--- config.mk ---
export PLATFORM = sky130hd
export DESIGN_NAME = four_level_page_walker
export DESIGN_NICKNAME = d
export VERILOG_FILES = /design/src/rtl/fplw_pkg.sv /design/src/rtl/four_level_page_walker.sv /design/src/rtl/fplw_front.sv /design/src/rtl/fplw_back.sv
export SDC_FILE = /design/constraint.sdc
export NUM_CORES = 1
export LEC_CHECK = 0
export ABC_AREA = 1
export BUFFER_PORTS_ARGS = -buffer_cell sky130_fd_sc_hd__buf_4
export CAP_MARGIN = 20
export CORE_UTILIZATION = 51
export CTS_CLUSTER_DIAMETER = 120
export DETAILED_ROUTE_END_ITERATION = 7
export HOLD_SLACK_MARGIN = 0.1
export PLACE_DENSITY = 0.84
export SETUP_SLACK_MARGIN = 0.02
export SLEW_MARGIN = 20
export SYNTH_ARGS = -nofsm -noshare
export SYNTH_HDL_FRONTEND = slang
export SYNTH_SLANG_ARGS = --single-unit
export TNS_END_PERCENT = 20
--- constraint.sdc ---
create_clock -name clock -period 8.7 [get_ports clock]
set_clock_uncertainty 0.05 [all_clocks]
set_input_delay 0.435 -clock clock [delete_from_list [all_inputs] [get_ports clock]]
set_output_delay 0.435 -clock clock [all_outputs]
set_load 0.02 [all_outputs]
--- src/rtl/fplw_pkg.sv ---
`timescale 1ns / 1ps
package fplw_pkg;

   // Physical address width; address bits at or above it are dropped
   localparam int PHYS_ADDR_BITS = 52;
   localparam int ADDR_W         = 52;
   localparam int LIN_W          = 48;
   localparam int ENTRY_W        = 64;
   localparam int REQ_DATA_W     = 168;
   localparam int RSP_DATA_W     = 112;
   localparam int QUEUE_DEPTH    = 2;

   localparam logic [ADDR_W-1:0] PA_MASK  = {ADDR_W{1'b1}} >> (ADDR_W - PHYS_ADDR_BITS);
   localparam logic [ADDR_W-1:0] BASE_MASK     = 52'hF_FFFF_FFFF_F000 & PA_MASK;
   localparam logic [ADDR_W-1:0] FRAME_1G_MASK = 52'hF_FFFF_C000_0000 & PA_MASK;
   localparam logic [ADDR_W-1:0] FRAME_2M_MASK = 52'hF_FFFF_FFE0_0000 & PA_MASK;

   localparam int BIT_PRESENT = 0;
   localparam int BIT_LARGE   = 7;

   typedef enum logic {
      OP_START = 1'b0,
      OP_REPLY = 1'b1
   } op_type;

   typedef enum logic {
      KIND_READ = 1'b0,
      KIND_DONE = 1'b1
   } kind_type;

   typedef enum logic [2:0] {
      ST_OK      = 3'd0,
      ST_PML4E_NP = 3'd1,
      ST_PDPTE_NP = 3'd2,
      ST_PDE_NP  = 3'd3,
      ST_PTE_NP  = 3'd4
   } status_type;

   typedef enum logic [1:0] {
      PG_4K = 2'd0,
      PG_2M = 2'd1,
      PG_1G = 2'd2
   } size_type;

   typedef enum logic [1:0] {
      LVL_PML4 = 2'd0,
      LVL_PDPT = 2'd1,
      LVL_PD   = 2'd2,
      LVL_PT   = 2'd3
   } level_type;

   // Classified item between front and back
   typedef struct packed {
      op_type             op;
      logic [ADDR_W-1:0]  word;      // masked table base on start, entry bits on reply
      logic [LIN_W-1:0]   linear;
      logic               present;
      logic               big_page;
   } item_type;

   // Entry address: table base OR (9-bit index for the level) times 8
   function automatic logic [ADDR_W-1:0] entry_addr(input logic [ADDR_W-1:0] base,
                                                    input logic [LIN_W-1:0]  lin,
                                                    input level_type         lvl);
      logic [8:0] idx;
      case (lvl)
         LVL_PML4: idx = lin[47:39];
         LVL_PDPT: idx = lin[38:30];
         LVL_PD:   idx = lin[29:21];
         LVL_PT:   idx = lin[20:12];
         default:  idx = lin[20:12];
      endcase
      entry_addr = (base & BASE_MASK) | {{(ADDR_W-12){1'b0}}, idx, 3'b000};
   endfunction

endpackage

--- src/rtl/four_level_page_walker.sv ---
`timescale 1ns / 1ps
// Channel   Dir  Handshake              Item
// req_      in   req_tvalid/tready      tuser operation; tdata root, linear, entry
// rsp_      out  rsp_tvalid/tready      tuser result_kind; tdata read addr, status,
//                                        phys addr, page size
// An item is taken every cycle while the two-entry queue has room; the back end
// takes the queued item at the head when the result register is free and
// carries out one walk step for it, loading its result into the result register.
// The result register frees when taken, so the back end keeps going while
// rsp_tready is high. Out-of-order items are dropped without a result. Reset
// (synchronous) empties the queue and idles the walk.
module four_level_page_walker (
   input  logic                             clock,
   input  logic                             reset,
   input  logic                             req_tvalid,
   output logic                             req_tready,
   // [51:0] root_register, [99:52] linear_address, [163:100] table_entry
   input  logic [fplw_pkg::REQ_DATA_W-1:0]  req_tdata,
   // [0] operation
   input  logic                             req_tuser,
   output logic                             rsp_tvalid,
   input  logic                             rsp_tready,
   // [51:0] read_address, [54:52] status, [106:55] physical_address,
   // [108:107] page_size
   output logic [fplw_pkg::RSP_DATA_W-1:0]  rsp_tdata,
   // [0] result_kind
   output logic                             rsp_tuser
);
   import fplw_pkg::*;

   logic      q_valid, q_ready;
   item_type  q_item;

   fplw_front u_front (
      .clock      (clock),
      .reset      (reset),
      .req_tvalid (req_tvalid),
      .req_tready (req_tready),
      .req_tdata  (req_tdata),
      .req_tuser  (req_tuser),
      .q_valid    (q_valid),
      .q_ready    (q_ready),
      .q_item     (q_item)
   );

   fplw_back u_back (
      .clock      (clock),
      .reset      (reset),
      .q_valid    (q_valid),
      .q_ready    (q_ready),
      .q_item     (q_item),
      .rsp_tvalid (rsp_tvalid),
      .rsp_tready (rsp_tready),
      .rsp_tdata  (rsp_tdata),
      .rsp_tuser  (rsp_tuser)
   );

endmodule

--- src/rtl/fplw_front.sv ---
`timescale 1ns / 1ps
module fplw_front (
   input  logic                             clock,
   input  logic                             reset,
   input  logic                             req_tvalid,
   output logic                             req_tready,
   input  logic [fplw_pkg::REQ_DATA_W-1:0]  req_tdata,
   input  logic                             req_tuser,
   output logic                             q_valid,
   input  logic                             q_ready,
   output fplw_pkg::item_type               q_item
);
   import fplw_pkg::*;

   localparam int PTR_W = $clog2(QUEUE_DEPTH);
   localparam int CNT_W = $clog2(QUEUE_DEPTH + 1);

   item_type           mem_ff [QUEUE_DEPTH];
   logic [PTR_W-1:0]   wr_ptr_ff, wr_ptr_in;
   logic [PTR_W-1:0]   rd_ptr_ff, rd_ptr_in;
   logic [CNT_W-1:0]   count_ff, count_in;
   item_type           cls_item;
   logic               push, pop;

   // Classify: start carries the root base, reply carries the entry
   always_comb begin
      cls_item.op       = op_type'(req_tuser);
      cls_item.linear   = req_tdata[99:52];
      cls_item.present  = req_tdata[100 + BIT_PRESENT];
      cls_item.big_page = req_tdata[100 + BIT_LARGE];
      if (cls_item.op == OP_START) begin
         cls_item.word = req_tdata[51:0] & BASE_MASK;
      end else begin
         cls_item.word = req_tdata[151:100];
      end
   end

   assign req_tready = (count_ff != CNT_W'(QUEUE_DEPTH));
   assign push       = req_tvalid && req_tready;
   assign q_valid    = (count_ff != '0);
   assign pop        = q_valid && q_ready;
   assign q_item     = mem_ff[rd_ptr_ff];

   // Advance pointers and fill count
   always_comb begin
      wr_ptr_in = wr_ptr_ff;
      rd_ptr_in = rd_ptr_ff;
      count_in  = count_ff;
      if (push) begin
         wr_ptr_in = (wr_ptr_ff == PTR_W'(QUEUE_DEPTH - 1)) ? '0 : wr_ptr_ff + 1'b1;
      end
      if (pop) begin
         rd_ptr_in = (rd_ptr_ff == PTR_W'(QUEUE_DEPTH - 1)) ? '0 : rd_ptr_ff + 1'b1;
      end
      case ({push, pop})
         2'b10:   count_in = count_ff + 1'b1;
         2'b01:   count_in = count_ff - 1'b1;
         default: count_in = count_ff;
      endcase
   end

   always_ff @(posedge clock) begin
      if (reset) begin
         wr_ptr_ff <= '0;
         rd_ptr_ff <= '0;
         count_ff  <= '0;
      end else begin
         wr_ptr_ff <= wr_ptr_in;
         rd_ptr_ff <= rd_ptr_in;
         count_ff  <= count_in;
      end
   end

   // Hold queued items
   always_ff @(posedge clock) begin
      if (push) begin
         mem_ff[wr_ptr_ff] <= cls_item;
      end
   end

endmodule

--- src/rtl/fplw_back.sv ---
`timescale 1ns / 1ps
module fplw_back (
   input  logic                             clock,
   input  logic                             reset,
   input  logic                             q_valid,
   output logic                             q_ready,
   input  fplw_pkg::item_type               q_item,
   output logic                             rsp_tvalid,
   input  logic                             rsp_tready,
   output logic [fplw_pkg::RSP_DATA_W-1:0]  rsp_tdata,
   output logic                             rsp_tuser
);
   import fplw_pkg::*;

   logic               busy_ff, busy_in;
   level_type          level_ff, level_in;
   logic [LIN_W-1:0]   held_ff, held_in;

   logic               rsp_valid_ff, rsp_valid_in;
   kind_type           kind_ff, kind_in;
   logic [ADDR_W-1:0]  raddr_ff, raddr_in;
   status_type         status_ff, status_in;
   logic [ADDR_W-1:0]  phys_ff, phys_in;
   size_type           size_ff, size_in;

   logic               out_free, take, emit;
   logic [ADDR_W-1:0]  frame;

   assign out_free = !rsp_valid_ff || rsp_tready;
   assign q_ready  = out_free;
   assign take     = q_valid && q_ready;
   assign frame    = q_item.word & PA_MASK;

   // Carry out one walk step per item
   always_comb begin
      busy_in   = busy_ff;
      level_in  = level_ff;
      held_in   = held_ff;
      emit      = 1'b0;
      kind_in   = KIND_READ;
      raddr_in  = '0;
      status_in = ST_OK;
      phys_in   = '0;
      size_in   = PG_4K;
      if (take) begin
         case (q_item.op)
            OP_START: begin
               if (!busy_ff) begin
                  emit     = 1'b1;
                  busy_in  = 1'b1;
                  level_in = LVL_PML4;
                  held_in  = q_item.linear;
                  raddr_in = entry_addr(q_item.word, q_item.linear, LVL_PML4);
               end
            end
            OP_REPLY: begin
               if (busy_ff) begin
                  emit = 1'b1;
                  if (!q_item.present) begin
                     kind_in   = KIND_DONE;
                     status_in = status_type'({1'b0, level_ff} + 3'd1);
                  end else if (level_ff == LVL_PDPT && q_item.big_page) begin
                     kind_in = KIND_DONE;
                     phys_in = (frame & FRAME_1G_MASK)
                               | {{(ADDR_W-30){1'b0}}, held_ff[29:0]};
                     size_in = PG_1G;
                  end else if (level_ff == LVL_PD && q_item.big_page) begin
                     kind_in = KIND_DONE;
                     phys_in = (frame & FRAME_2M_MASK)
                               | {{(ADDR_W-21){1'b0}}, held_ff[20:0]};
                     size_in = PG_2M;
                  end else if (level_ff == LVL_PT) begin
                     kind_in = KIND_DONE;
                     phys_in = (frame & BASE_MASK)
                               | {{(ADDR_W-12){1'b0}}, held_ff[11:0]};
                     size_in = PG_4K;
                  end else begin
                     level_in = level_type'(level_ff + 2'd1);
                     raddr_in = entry_addr(frame, held_ff, level_type'(level_ff + 2'd1));
                  end
                  if (kind_in == KIND_DONE) begin
                     busy_in  = 1'b0;
                     level_in = LVL_PML4;
                  end
               end
            end
            default: ;
         endcase
      end
      rsp_valid_in = out_free ? emit : rsp_valid_ff;
   end

   // Walk state and output valid
   always_ff @(posedge clock) begin
      if (reset) begin
         busy_ff      <= 1'b0;
         level_ff     <= LVL_PML4;
         held_ff      <= '0;
         rsp_valid_ff <= 1'b0;
      end else begin
         busy_ff      <= busy_in;
         level_ff     <= level_in;
         held_ff      <= held_in;
         rsp_valid_ff <= rsp_valid_in;
      end
   end

   // Load the result register
   always_ff @(posedge clock) begin
      if (emit) begin
         kind_ff   <= kind_in;
         raddr_ff  <= raddr_in;
         status_ff <= status_in;
         phys_ff   <= phys_in;
         size_ff   <= size_in;
      end
   end

   assign rsp_tvalid = rsp_valid_ff;
   assign rsp_tuser  = kind_ff;
   assign rsp_tdata  = {3'b000, size_ff, phys_ff, status_ff, raddr_ff};

endmodule

==> reports/results.ini <==
[run_status]
status = complete, no violations

[routing]
dr_wl_met3_um = 2420
met2_length_um = 14600
route.detailed.drc = 0
vias_per_cell = 5.23
top_layer_used = met4
vias = 8488
drt-met1-wl_um = 11200
drt-total-wl_um = 29000
drt-initial-drc-count = 565
avgRoutedWirePerCell_um = 17.9
dr.pass1.iters = 5
drtAntennaViolNets = 0

[sta]
timing.fmax_ghz = 0.263
tns_ps = 0
whs_ps = 201
max-slew-margin-rel_pct = 35.2
worstMarginPinSlew_ps = 973
post-route-min-period_ps = 3800
setup_viol = 0
slew_violations = 0
period_share_pct = 43.7
rsz0062_at_grt = false
finalHoldViolCount = 0

[die]
die_x_um = 162
start_util_pct = 52.1
die_y_um = 162
row_count = 58
core-area_um2 = 25200
dieArea_um2 = 26400
io_pins = 288

[clocking]
cts_setup_buffers = 0
root_buffer = clkbuf_16
cts_sinks = 337
clock_path_buffers = 3
cts_tree = built
clk_latency_ps = 510
clkTransAtPathRegs_ps = 60
cts_buffers = 34
cts_max_level = 2

[yosys]
syn_area_per_cell_um2 = 13.4
syn_inst = 980
yosysSeqAreaShare_pct = 73.4
yosys.area_share.simple_pct = 10.7
synthMuxAreaShare_pct = 6.48
synth_largest_area_cell = edfxtp_1
synth_area_leaders = edfxtp_1 66%, dfxtp_1 7.3%, nand2_1 5.2%
synth_seq_cells = 337
synth_compound_area_share_pct = 5.16
yosysWarnings = 0
ys_types = 31
synth_top_family_by_area = simple AND/OR/NAND/NOR gates
synth-xor-area-share_pct = 0
synth_top_area_share_pct = 66.1
synth-adder-area-share_pct = 0.572
synth_area_um2 = 13100

[worst_setup_path]
required_ps = 8780
startpoint_type = flop
critPathMaxFanout = 69
path_cells = inv_2 > nand2_1 > nand2_2 > inv_2 > ha_1 > nor2_4 > buf_4
worstSetupPathType = reg2reg
endpoint_kind = flop
critPathMaxStageDelay_ps = 780
crit_family = buffers and inverters
crit_top_cell = inv_2
critPathSlowestCell = inv_2
r2r_slack_ps = 4900
cp_num_buf_inv = 3
arrival_ps = 3880

[layout]
area_delta_synth_final_pct = 27.6
fill_cells = 1759
regArea_um2 = 9640
nets = 1443
final_cell_mix = 289 x edfxtp_1, 249 x buf_4, 183 x nand2_1
drive_gt1_share_pct = 30.3
multiInputGateArea_um2 = 3060
final_common_cell = edfxtp_1

[grt]
grt_max_degree = 79
track_usage_pct = 21.9
grt_pass1_wl_um = 44000
antenna_found_initial = 3
grt_pass1_vias = 8381
grt_overflow_total = 0

[power_and_ir_drop]
peakVddDrop_uv = 187
total_power_mw = 5.45
clockPowerShare_pct = 24.7
leakage_nw = 6.42
p_sw_share_pct = 33.7
switching_power_mw = 1.84
p_int_mw = 3.61
pwr-share-comb_pct = 30.1
seq_power_share_pct = 45.2
power.density_nw_per_um2 = 326

[place]
port_buffers = 243
place_hpwl_um = 18600
globalplace.congestion = 0.856

[worst_hold_path]
min_path_type = in2reg

[run]
maxCapViolCount = 0

## cell type report
| cell class | instances | area share, % |
|---|---|---|
| multi-input cells | 548 | 18.2 |
| diodes | 3 | 0.0448 |
| clock buffers | 47 | 5.56 |
| inverters | 41 | 0.919 |
| repair buffers | 302 | 14.6 |
| clock inverters | 14 | 0.568 |
| flip-flops and latches | 337 | 57.6 |
| well taps | 330 | 2.47 |
## worst paths after layout
check / cells after the start / startpoint / to
setup / recovery: 7 / flop / u_back.phys_ff[38]$_SDFFCE_PN0P_
hold / removal: 2 / req_tdata[149] / u_front.mem_ff[0][99]$_DFFE_PP_
setup reg to reg: 7 / flop / u_back.phys_ff[38]$_SDFFCE_PN0P_
hold reg to reg: 2 / u_back.held_ff[2]$_SDFFE_PP0P_ / u_back.held_ff[2]$_SDFFE_PP0P_
## repair_timing
item	in CTS	in global routing
hold endpoints to repair	100	0
hold buffers	50	0
resized for setup	0	0
## cell families after synthesis
| logic type | count (synthesis) |
|---|---|
| simple gates | 326 |
| mux | 80 |
| fa+ha+maj | 6 |
| buf+inv | 100 |
| flops | 337 |
| other cells | 1 |
| compound gates | 130 |
## synth_stat cells (all sizes together)
cell type / count
a21oi: 76
buf: 33
clkbuf: 26
conb: 1
dfxtp: 48
edfxtp: 289
ha: 6
inv: 41
mux2: 40
mux2i: 40
nand2: 189
nand3: 24
nand4: 1
nor2: 110
nor3: 2
o21ai: 45
o22ai: 9
## registers in the layout, indices dropped and copies added (netlist names), named ones only
signal,count
u_back.raddr_ff,49
u_front.rd_ptr_ff,1
u_back.size_ff,2
u_front.mem_ff,182
u_back.rsp_tvalid,1
u_back.status_ff,3
u_back.held_ff,39
u_front.wr_ptr_ff,1
u_front.count_ff,2
u_back.rsp_tuser,1
u_back.phys_ff,52
u_back.busy_ff,1
u_back.level_ff,2
## power groups by stage
| stage | clock network (mW) | registers (mW) | logic [mW] |
|---|---|---|---|
| after floorplan | 0 | 2.74 | 0.782 |
| after global placement | 0 | 2.48 | 1.55 |
| after detailed placement | 0 | 2.49 | 1.61 |
| after CTS | 1.37 | 2.47 | 1.64 |
| after global routing | 1.44 | 2.50 | 1.77 |
| final | 1.35 | 2.47 | 1.64 |
## stage by stage
step	utilization (%)	area, um^2	cells	setup slack, ps
6_report	66.5	16700	1622	4900
3_3_place_gp	60.1	15100	1505	4410
5_1_grt	66.5	16700	1622	4640
2_1_floorplan	-	13100	985	2130
4_1_cts	66.2	16700	1617	4860
3_5_place_dp	60.2	15200	1506	4900
## routing by layer
metal | vias to the layer above | global-route usage, %
li1 | 3991 | -
met1 | 4080 | 26.6
met2 | 355 | 37.6
met3 | 62 | 5.58
met4 | 0 | 8.06
met5 | - | 0
Note: power is estimated with default switching activity, not from simulation.
